[src/hdl/multi_stream_ring_sample_buffer_macros.svh]
// Assertion macros for the multi-stream ring sample buffer.
// Used by the top level only; expects clk and rst_n in scope.
`ifndef MULTI_STREAM_RING_SAMPLE_BUFFER_MACROS_SVH
`define MULTI_STREAM_RING_SAMPLE_BUFFER_MACROS_SVH

// Antecedent this cycle implies consequent in the next cycle.
`define MSRSB_ASSERT_NEXT(lbl, ante, cons, msg) \
    lbl: assert property (@(posedge clk) disable iff (!rst_n) (ante) |=> (cons)) \
        else $error(msg);

// Antecedent implies consequent in the same cycle.
`define MSRSB_ASSERT_SAME(lbl, ante, cons, msg) \
    lbl: assert property (@(posedge clk) disable iff (!rst_n) (ante) |-> (cons)) \
        else $error(msg);

`endif

[src/hdl/msrsb_pkg.sv]
// Shared constants, types and helper functions of the multi-stream ring sample buffer.
// No dependencies.
`timescale 1ns / 1ps

package msrsb_pkg;

    localparam int DEPTH       = 4096;
    localparam int MAX_STREAMS = 8;
    localparam int SAMPLE_BITS = 16;

    localparam int PTR_W     = $clog2(DEPTH + 1);
    localparam int SLOT_W    = $clog2(DEPTH);
    localparam int STREAM_W  = (MAX_STREAMS > 1) ? $clog2(MAX_STREAMS) : 1;
    localparam int MEM_DEPTH = MAX_STREAMS * DEPTH;
    localparam int ADDR_W    = $clog2(MEM_DEPTH);
    localparam int SAMPLE_W  = 2 * SAMPLE_BITS;

    // Fixed widths of the port fields
    localparam int MODE_W      = 3;
    localparam int STREAM_IN_W = 3;
    localparam int SLOT_IN_W   = 12;
    localparam int FIELD_W     = 16;
    localparam int RANGE_W     = 13;
    localparam int SIZE_REG_W  = 13;
    localparam int COUNT_REG_W = 4;
    localparam int CFG_DATA_W  = 13;
    localparam int CFG_IDX_W   = 1;
    localparam int S_TDATA_W   = 48;
    localparam int S_TUSER_W   = 6;
    localparam int M_TDATA_W   = 88;
    localparam int M_PAD_W     = M_TDATA_W - 4 * RANGE_W - 2 * FIELD_W;

    localparam logic [SIZE_REG_W-1:0]  SIZE_RESET  = SIZE_REG_W'(4096);
    localparam logic [COUNT_REG_W-1:0] COUNT_RESET = COUNT_REG_W'(8);

    localparam logic [CFG_IDX_W-1:0] CFG_IDX_SIZE  = 1'b0;
    localparam logic [CFG_IDX_W-1:0] CFG_IDX_COUNT = 1'b1;

    localparam logic [MODE_W-1:0] MODE_SYNC_WR  = 3'd0;
    localparam logic [MODE_W-1:0] MODE_ASYNC_WR = 3'd1;
    localparam logic [MODE_W-1:0] MODE_SYNC_RD  = 3'd2;
    localparam logic [MODE_W-1:0] MODE_ASYNC_RD = 3'd3;
    localparam logic [MODE_W-1:0] MODE_FETCH    = 3'd4;

    localparam int QUEUE_DEPTH = 2;
    localparam int QLVL_W      = $clog2(QUEUE_DEPTH + 1);

    // Classified command handed from front to back
    typedef struct packed {
        logic [MODE_W-1:0]   mode;
        logic [STREAM_W-1:0] stream;
        logic [SLOT_W-1:0]   slot;
        logic                fetch_ok;
        logic [SAMPLE_W-1:0] sample;
        logic                done;
        logic                last;
    } cmd_t;

    typedef struct packed {
        logic [QLVL_W-1:0] level;
        logic              full;
    } q_status_t;

    // fifo_size clamped to 1..DEPTH
    function automatic logic [PTR_W-1:0] size_in_use(input logic [SIZE_REG_W-1:0] r);
        logic [PTR_W-1:0] s;
        if (r == '0) begin
            s = PTR_W'(1);
        end else if (32'(r) > DEPTH) begin
            s = PTR_W'(DEPTH);
        end else begin
            s = PTR_W'(r);
        end
        return s;
    endfunction

    function automatic logic stream_active(input logic [STREAM_IN_W-1:0] s,
                                           input logic [COUNT_REG_W-1:0] cnt);
        return (32'(s) < 32'(cnt)) && (32'(s) < MAX_STREAMS);
    endfunction

    function automatic logic [ADDR_W-1:0] mem_addr(input logic [STREAM_W-1:0] s,
                                                   input logic [SLOT_W-1:0] slot);
        return ADDR_W'(32'(s) * DEPTH + 32'(slot));
    endfunction

endpackage

[src/hdl/msrsb_front.sv]
// Front end: configuration registers, input decode and classification, command queue.
// Depends on msrsb_pkg.
`timescale 1ns / 1ps

module msrsb_front (
    input  logic                                 clk,
    input  logic                                 rst_n,
    input  logic                                 cfg_we,
    input  logic [msrsb_pkg::CFG_IDX_W-1:0]      cfg_index,
    input  logic [msrsb_pkg::CFG_DATA_W-1:0]     cfg_data,
    input  logic                                 s_tvalid,
    output logic                                 s_tready,
    input  logic [msrsb_pkg::S_TDATA_W-1:0]      s_tdata,
    input  logic [msrsb_pkg::S_TUSER_W-1:0]      s_tuser,
    input  logic                                 s_tlast,
    output logic                                 q_valid,
    output msrsb_pkg::cmd_t                      q_entry,
    input  logic                                 q_pop,
    output msrsb_pkg::q_status_t                 q_status,
    output logic [msrsb_pkg::PTR_W-1:0]          size
);

    logic [msrsb_pkg::SIZE_REG_W-1:0]  size_cfg_reg;
    logic [msrsb_pkg::COUNT_REG_W-1:0] count_cfg_reg;

    logic [msrsb_pkg::MODE_W-1:0]      in_mode;
    logic [msrsb_pkg::STREAM_IN_W-1:0] in_stream;
    logic [msrsb_pkg::SLOT_IN_W-1:0]   in_slot;
    logic                              active;
    logic                              keep;
    logic                              push;
    msrsb_pkg::cmd_t                   cmd;

    msrsb_pkg::cmd_t                   q_mem_reg [msrsb_pkg::QUEUE_DEPTH];
    logic                              wr_ptr_reg, wr_ptr_next;
    logic                              rd_ptr_reg, rd_ptr_next;
    logic [msrsb_pkg::QLVL_W-1:0]      level_reg, level_next;

    always_ff @(posedge clk or negedge rst_n)
    begin
        if (!rst_n)
        begin
            size_cfg_reg  <= msrsb_pkg::SIZE_RESET;
            count_cfg_reg <= msrsb_pkg::COUNT_RESET;
        end
        else if (cfg_we)
        begin
            unique case (cfg_index)
                msrsb_pkg::CFG_IDX_SIZE:  size_cfg_reg  <= cfg_data;
                msrsb_pkg::CFG_IDX_COUNT: count_cfg_reg <= cfg_data[msrsb_pkg::COUNT_REG_W-1:0];
                default: ;
            endcase
        end
    end

    assign size = msrsb_pkg::size_in_use(size_cfg_reg);

    // tuser: mode, stream; tdata: slot_index, sample_real, sample_imag, instant_done
    assign in_mode   = s_tuser[2:0];
    assign in_stream = s_tuser[5:3];
    assign in_slot   = s_tdata[11:0];
    assign active    = msrsb_pkg::stream_active(in_stream, count_cfg_reg);

    // Items that change nothing and answer nothing never enter the queue.
    always_comb
    begin
        unique case (in_mode)
            msrsb_pkg::MODE_SYNC_RD:  keep = 1'b1;
            msrsb_pkg::MODE_SYNC_WR,
            msrsb_pkg::MODE_ASYNC_WR,
            msrsb_pkg::MODE_ASYNC_RD,
            msrsb_pkg::MODE_FETCH:    keep = active;
            default:                  keep = 1'b0;
        endcase
    end

    always_comb
    begin
        cmd.mode     = in_mode;
        cmd.stream   = msrsb_pkg::STREAM_W'(in_stream);
        cmd.slot     = msrsb_pkg::SLOT_W'(in_slot);
        cmd.fetch_ok = 32'(in_slot) < 32'(size);
        cmd.sample   = {msrsb_pkg::SAMPLE_BITS'(s_tdata[43:28]),
                        msrsb_pkg::SAMPLE_BITS'(s_tdata[27:12])};
        cmd.done     = s_tdata[44];
        cmd.last     = s_tlast;
    end

    assign s_tready = (level_reg < msrsb_pkg::QLVL_W'(msrsb_pkg::QUEUE_DEPTH));
    assign push     = s_tvalid && s_tready && keep;
    assign q_valid  = (level_reg != '0);
    assign q_entry  = q_mem_reg[rd_ptr_reg];

    always_comb
    begin
        wr_ptr_next = push  ? ~wr_ptr_reg : wr_ptr_reg;
        rd_ptr_next = q_pop ? ~rd_ptr_reg : rd_ptr_reg;
        level_next  = level_reg + msrsb_pkg::QLVL_W'(push) - msrsb_pkg::QLVL_W'(q_pop);
    end

    always_ff @(posedge clk or negedge rst_n)
    begin
        if (!rst_n)
        begin
            wr_ptr_reg <= 1'b0;
            rd_ptr_reg <= 1'b0;
            level_reg  <= '0;
        end
        else
        begin
            wr_ptr_reg <= wr_ptr_next;
            rd_ptr_reg <= rd_ptr_next;
            level_reg  <= level_next;
        end
    end

    always_ff @(posedge clk)
    begin
        if (push)
        begin
            q_mem_reg[wr_ptr_reg] <= cmd;
        end
    end

    assign q_status.level = level_reg;
    assign q_status.full  = !s_tready;

endmodule

[config.mk]
export PLATFORM = sky130hd
export DESIGN_NAME = msrsb_front
export DESIGN_NICKNAME = d
export VERILOG_FILES = /design/src/hdl/multi_stream_ring_sample_buffer_macros.svh /design/src/hdl/msrsb_pkg.sv /design/src/hdl/msrsb_front.sv
export SDC_FILE = /design/constraint.sdc
export NUM_CORES = 1
export LEC_CHECK = 0
export BUFFER_PORTS_ARGS = -buffer_cell sky130_fd_sc_hd__buf_2
export CORE_AREA = 2 2 101 103
export CTS_BUF_LIST = sky130_fd_sc_hd__clkbuf_4
export DETAILED_ROUTE_END_ITERATION = 16
export DIE_AREA = 0 0 103 105
export MAX_ROUTING_LAYER = met4
export PLACE_DENSITY_LB_ADDON = 0.05
export SYNTH_ARGS = -nofsm -noshare
export SYNTH_HDL_FRONTEND = slang
export SYNTH_SLANG_ARGS = --single-unit
export TNS_END_PERCENT = 1
[constraint.sdc]
create_clock -name clk -period 5.2 [get_ports clk]
set_input_delay 1.04 -clock clk [delete_from_list [all_inputs] [get_ports clk]]
set_output_delay 1.04 -clock clk [all_outputs]
set_load 0.005 [all_outputs]
### Word level (Yosys, flattened, before mapping)

Memories as Yosys holds them, arrays and structs flattened.
Index checks and enable logic that the tools add are counted.

| word-level totals | value |
|---|---|
| register bits after elaboration | 21 |
| bits in latches | 0 |
| memory bits (writable) | 106 |
| bits in read-only memories | 0 |
| input port bits | 74 |
| output and inout bits | 71 |
| memories kept | 1 |

| operators by class | value |
|---|---|
| $add $sub $neg | 2 |
| $mul | 0 |
| div/mod/pow operators | 0 |
| magnitude comparators | 4 |
| equal/unequal tests | 4 |
| shifts and indexed selects | 0 |
| multiplexer cells | 5 |
| bitwise logic cells | 3 |
| reductions and logical operators | 9 |

Memory list:

| name | words | width | rd ports | clocked after memory_dff | write ports | RTL line | source |
|---|---|---|---|---|---|---|---|
| q_mem_reg | 2 | 53 | 1 | 0 | 1 | msrsb_front.sv:34 | `msrsb_pkg::cmd_t q_mem_reg [msrsb_pkg::QUEUE_DEPTH];` |

Operators with widths:

| operator | number |
|---|---|
| two-way mux 13 bit | 2 |
| greater-than comparator 13 bit, second input constant | 1 |
| zero test 13 bit | 1 |
| < comparator 12 x 13 -> 1 bit | 1 |
| equality test 3 x 2 -> 1 bit, second input constant | 2 |
| < comparator 3 x 4 -> 1 bit | 1 |
| AND reduction 2 bit | 2 |
| OR reduction 4 bit | 1 |
| equality test 3 x 1 -> 1 bit, second input constant | 1 |
| equality test 3 bit, second input constant | 1 |
| zero test 3 bit | 1 |
| NOT 1 bit | 3 |
| adder 2 x 1 -> 2 bit | 1 |
| logical AND 1 bit | 2 |
| < comparator 2 bit, second input constant | 1 |
| two-way mux 1 bit | 2 |
| case mux 1 bit (2 select lines) | 1 |
| nonzero test 2 bit | 1 |
| subtractor 2 x 1 -> 2 bit | 1 |
| zero test 1 bit | 1 |

### Logic depth before layout (Yosys ltp)

| logic depth | value |
|---|---|
| depth in word-level cells | 6 |
| depth in mapped cells | 9 |
| mapped depth without buffers | 9 |

### Worst setup path before layout

OpenSTA, ideal clock, no wires.

| path | value |
|---|---|
| path type | input to register |
| start | in s_tuser[4] (netlist bit) |
| end | mem q_mem_reg[0][0] (netlist bit) (enable) |
| setup time | 0.464 ns |
| arrival time | 3.989 ns |
| data required time | 4.736 ns |
| path slack | 0.747 ns |
| stages | 5 |
| buffers on the path | 0 |
| cell sequence | ha_1 a211oi_1 o32a_1 o21ai_2 nor2_1 |

| between the ends | value |
|---|---|
| word-level cells in the longest chain between the ends | 5 |

Ends and longest elaborated chain:

| element | RTL line | source |
|---|---|---|
| from (decl) | msrsb_front.sv:14 | `input logic [msrsb_pkg::S_TUSER_W-1:0] s_tuser,` |
| < comparator 3 x 4 -> 1 bit | msrsb_pkg.sv:79 | `return (32'(s) < 32'(cnt)) && (32'(s) < MAX_STREAMS);` |
| case mux 1 bit (2 select lines) | msrsb_front.sv:67 | `unique case (in_mode)` |
| logical AND 1 bit | msrsb_front.sv:90 | `assign push = s_tvalid && s_tready && keep;` |
| two-way mux 1 bit | msrsb_front.sv:119 | `if (push)` |
| two-way mux 1 bit (implied by the code) | msrsb_front.sv:121 | `q_mem_reg[wr_ptr_reg] <= cmd;` |
| to (decl) | msrsb_front.sv:34 |  |

Every way passes these cells.

==> flow_metrics.py <==
metrics = {
    "clocking": {
        "clk_latency_ns": 0.49,
        "cts_hold_buf": 0,
        "cts_inserted_buffers": 17,
        "post_cts_buffers": 0,
        "htreeDepth": 4,
        "cts.sinks": 127,
        "cts_tree": "yes",
        "clockBufferDepth": 2,
        "cts.root.buffer_cell": "clkbuf_4",
        "clkSlewWorstSetupHoldPaths_ns": 0.11,
        "cts_resized": 0,
    },
    "drt": {
        "drtAntennaViolNets": 0,
        "viasPerCell": 4.93,
        "drc_errors": 0,
        "wl_um": 9240,
        "drtPass1Iterations": 4,
        "drtIter0Drc": 107,
        "post_drt_wl_per_cell_um": 15.7,
        "dr_total_vias": 2904,
    },
    "pwr": {
        "clockPowerShare_pct": 23.6,
        "p_sw_mw": 0.715,
        "seqPwrFrac_pct": 50.4,
        "pwr_density_cell_nw_per_um2": 425,
        "peakVddDrop_v": 0.000313,
        "p_int_mw": 1.93,
        "total_power_mw": 2.64,
        "swShare_pct": 27.1,
        "p_leak_nw": 2.55,
        "p_comb_share_pct": 26.0,
    },
    "logic_synthesis": {
        "synth_top_family_by_area": "multiplexers",
        "syn_inst": 290,
        "synth-simple-area-share_pct": 3.57,
        "synthAdderAreaFrac_pct": 3.67,
        "syn_area_um2": 5120,
        "synth_compound_area_share_pct": 1.83,
        "seq_area_frac_synth_pct": 72.5,
        "synth_cell_type_count": 33,
        "syn_avg_cell_area_um2": 17.6,
        "syn_nets": 379,
        "ys_ff_latch": 127,
        "yosysWarnings": 0,
        "yosys.area_share.xor_xnor_pct": 0.685,
        "synthMuxAreaShare_pct": 15.4,
    },
    "floorplanning": {
        "num_io_pins": 145,
        "dieHeight_um": 105,
        "initial_core_util_pct": 53.1,
        "dieArea_um2": 10800,
        "num_rows": 36,
        "fp.coreArea_um2": 9640,
        "die_w_um": 103,
    },
    "timing": {
        "tns_ns": 0,
        "hold_viol": 0,
        "worst_pin_slew_ns": 0.747,
        "final.period_utilization_pct": 63.0,
        "fin_crit_ns": 3.28,
        "fmax_mhz": 305,
        "skew_ns": 0.0196,
        "rsz0062_at_grt": "no",
        "slew_violations": 0,
        "report.final.setup_viol": 0,
        "slew-limit-headroom_pct": 50.2,
    },
    "cells_and_area": {
        "mostFrequentLayoutCell": "buf_2",
        "layout-drive-gt1-share_pct": 54.9,
        "areaGrowthSynthToFinish_pct": 21.7,
        "final_cell_mix": "buf_2, edfxtp_1, mux2_2, clkbuf_4, dfrtp_1",
        "fin_nets": 531,
        "largest_register_ffs": 106,
    },
    "worst_setup_path": {
        "critPathKind": "reg2out",
        "cp_data_arrival_time_ns": 2.24,
        "crit_fanout": 33,
        "startpoint_type": "register",
        "reg2reg_from": "count_cfg_reg[1]$_DFFE_PN0P_",
        "startpoint": "rd_ptr_reg$_DFFE_PN0P_",
        "critPathRequiredTime_ns": 4.16,
        "end_kind": "output port",
    },
    "placed_design": {
        "hpwl_um": 6290,
        "io_buffers": 141,
        "place.gp.congestion": 0.754,
    },
    "global_route": {
        "grt_overflow": 0,
        "grt_pass1_vias": 3007,
        "antenna_found_initial": 1,
        "grtUsageTotal_pct": 18.9,
        "grt_max_degree": 54,
        "grt_pass1_wl_um": 14700,
    },
    "status": {
        "status": "completed",
    },
    "worst_hold_path": {
        "min_path_type": "in2async",
    },
    "run": {
        "cap_violations": 0,
    },
}
[power groups by stage]
stage               combinational [mW]  sequential (mW)  clock (mW)
detailed placement               0.699             1.36           0
global placement                 0.691             1.35           0
global route                     0.763             1.35       0.689
CTS                              0.703             1.34       0.642
floorplan                        0.460             1.31           0
finish                           0.687             1.33       0.624
[through the flow]
| stage | area (um2) | cells | hold slack, ns | worst slack, ns | utilization, % |
|---|---|---|---|---|---|
| global route | 6230 | 589 | 0.452 | 1.72 | 64.6 |
| detailed placement | 5960 | 556 | 0.494 | 1.93 | 61.9 |
| floorplan | 5120 | 290 | 0.468 | 0.747 | - |
| CTS | 6220 | 588 | 0.454 | 1.83 | 64.6 |
| finish | 6230 | 589 | 0.493 | 1.92 | 64.6 |
| global placement | 5960 | 556 | 0.490 | 1.95 | 61.9 |
[path summary, 6_finish.rpt]
path / to / cells past startpoint / slack [ns]
min in group clk: count_cfg_reg[2]$_DFFE_PN0P_ / 1 / 0.52
max: q_entry[43] / 3 / 1.92
max reg2reg: q_mem_reg[0][39]$_DFFE_PP_ / 7 / 2.78
min: size_cfg_reg[10]$_DFFE_PN0P_ / 1 / 0.49
max in group asynchronous: rd_ptr_reg$_DFFE_PN0P_ / 1 / 4.33
min reg2reg: count_cfg_reg[2]$_DFFE_PN0P_ / 1 / 0.52
[final cells by class]
cell class,count,area [um2]
multi-input cells,135,1290
repair buffers,143,721
diodes,1,2.50
flip-flops and latches,127,3710
inverters,18,67.6
well taps,133,166
clock inverters,10,96.3
clock buffers,22,165
fillers,773,3410
[layer usage]
metal | part of all wire [%] | track usage (%)
met2 | 49 | 29.7
met3 | 7.7 | 7.16
met1 | 42 | 22.2
met4 | 0.94 | 6.48
met5 | 0 | -
[worst max-delay path, stage by stage (launching register included)]
cell     delay [ns]
dfrtp_2        0.70
buf_4          0.50
mux2_2         0.39
buf_2          0.14
[cells by family (layout without fill, tap and decap cells)]
| family | count (synthesis) | in the layout |
|---|---|---|
| and+or+nand+nor | 32 | 32 |
| AOI/OAI and AO/OA | 14 | 14 |
| buffers and inverters | 28 | 193 |
| adders and majority gates | 15 | 15 |
| muxes | 70 | 70 |
| DFF | 127 | 127 |
| other | 0 | 1 |
| xor gates and xnor gates | 4 | 4 |
[cell usage after synthesis]
cell	instances	area (um2)
mux2_2	70	788
inv_1	16	60.1
edfxtp_1	106	3180
o21ai_2	1	8.76
nand3_1	2	10.0
dfrtp_1	19	475
a2bb2oi_1	1	8.76
a211oi_1	2	15.0
nand4_1	1	6.26
nand2_1	3	11.3
o21ai_0	1	5.00
nor4b_1	1	8.76
o32a_1	1	10.0
and2b_1	1	7.51
xnor2_1	3	26.3
nor4_1	2	12.5
inv_2	2	7.51
a31oi_1	1	6.26
nor2b_1	1	6.26
buf_4	1	7.51
nor3_1	2	10.0
clkbuf_1	2	7.51
nor2_1	5	18.8
dfstp_2	2	52.6
a21o_1	2	15.0
ha_1	15	188
o21ai_1	1	5.00
and2_4	1	8.76
nor3b_1	1	7.51
xor2_1	1	8.76
a21oi_1	4	20.0
nand2b_1	12	75.1
buf_2	7	35.0
(Power assumes the default switching activity.)
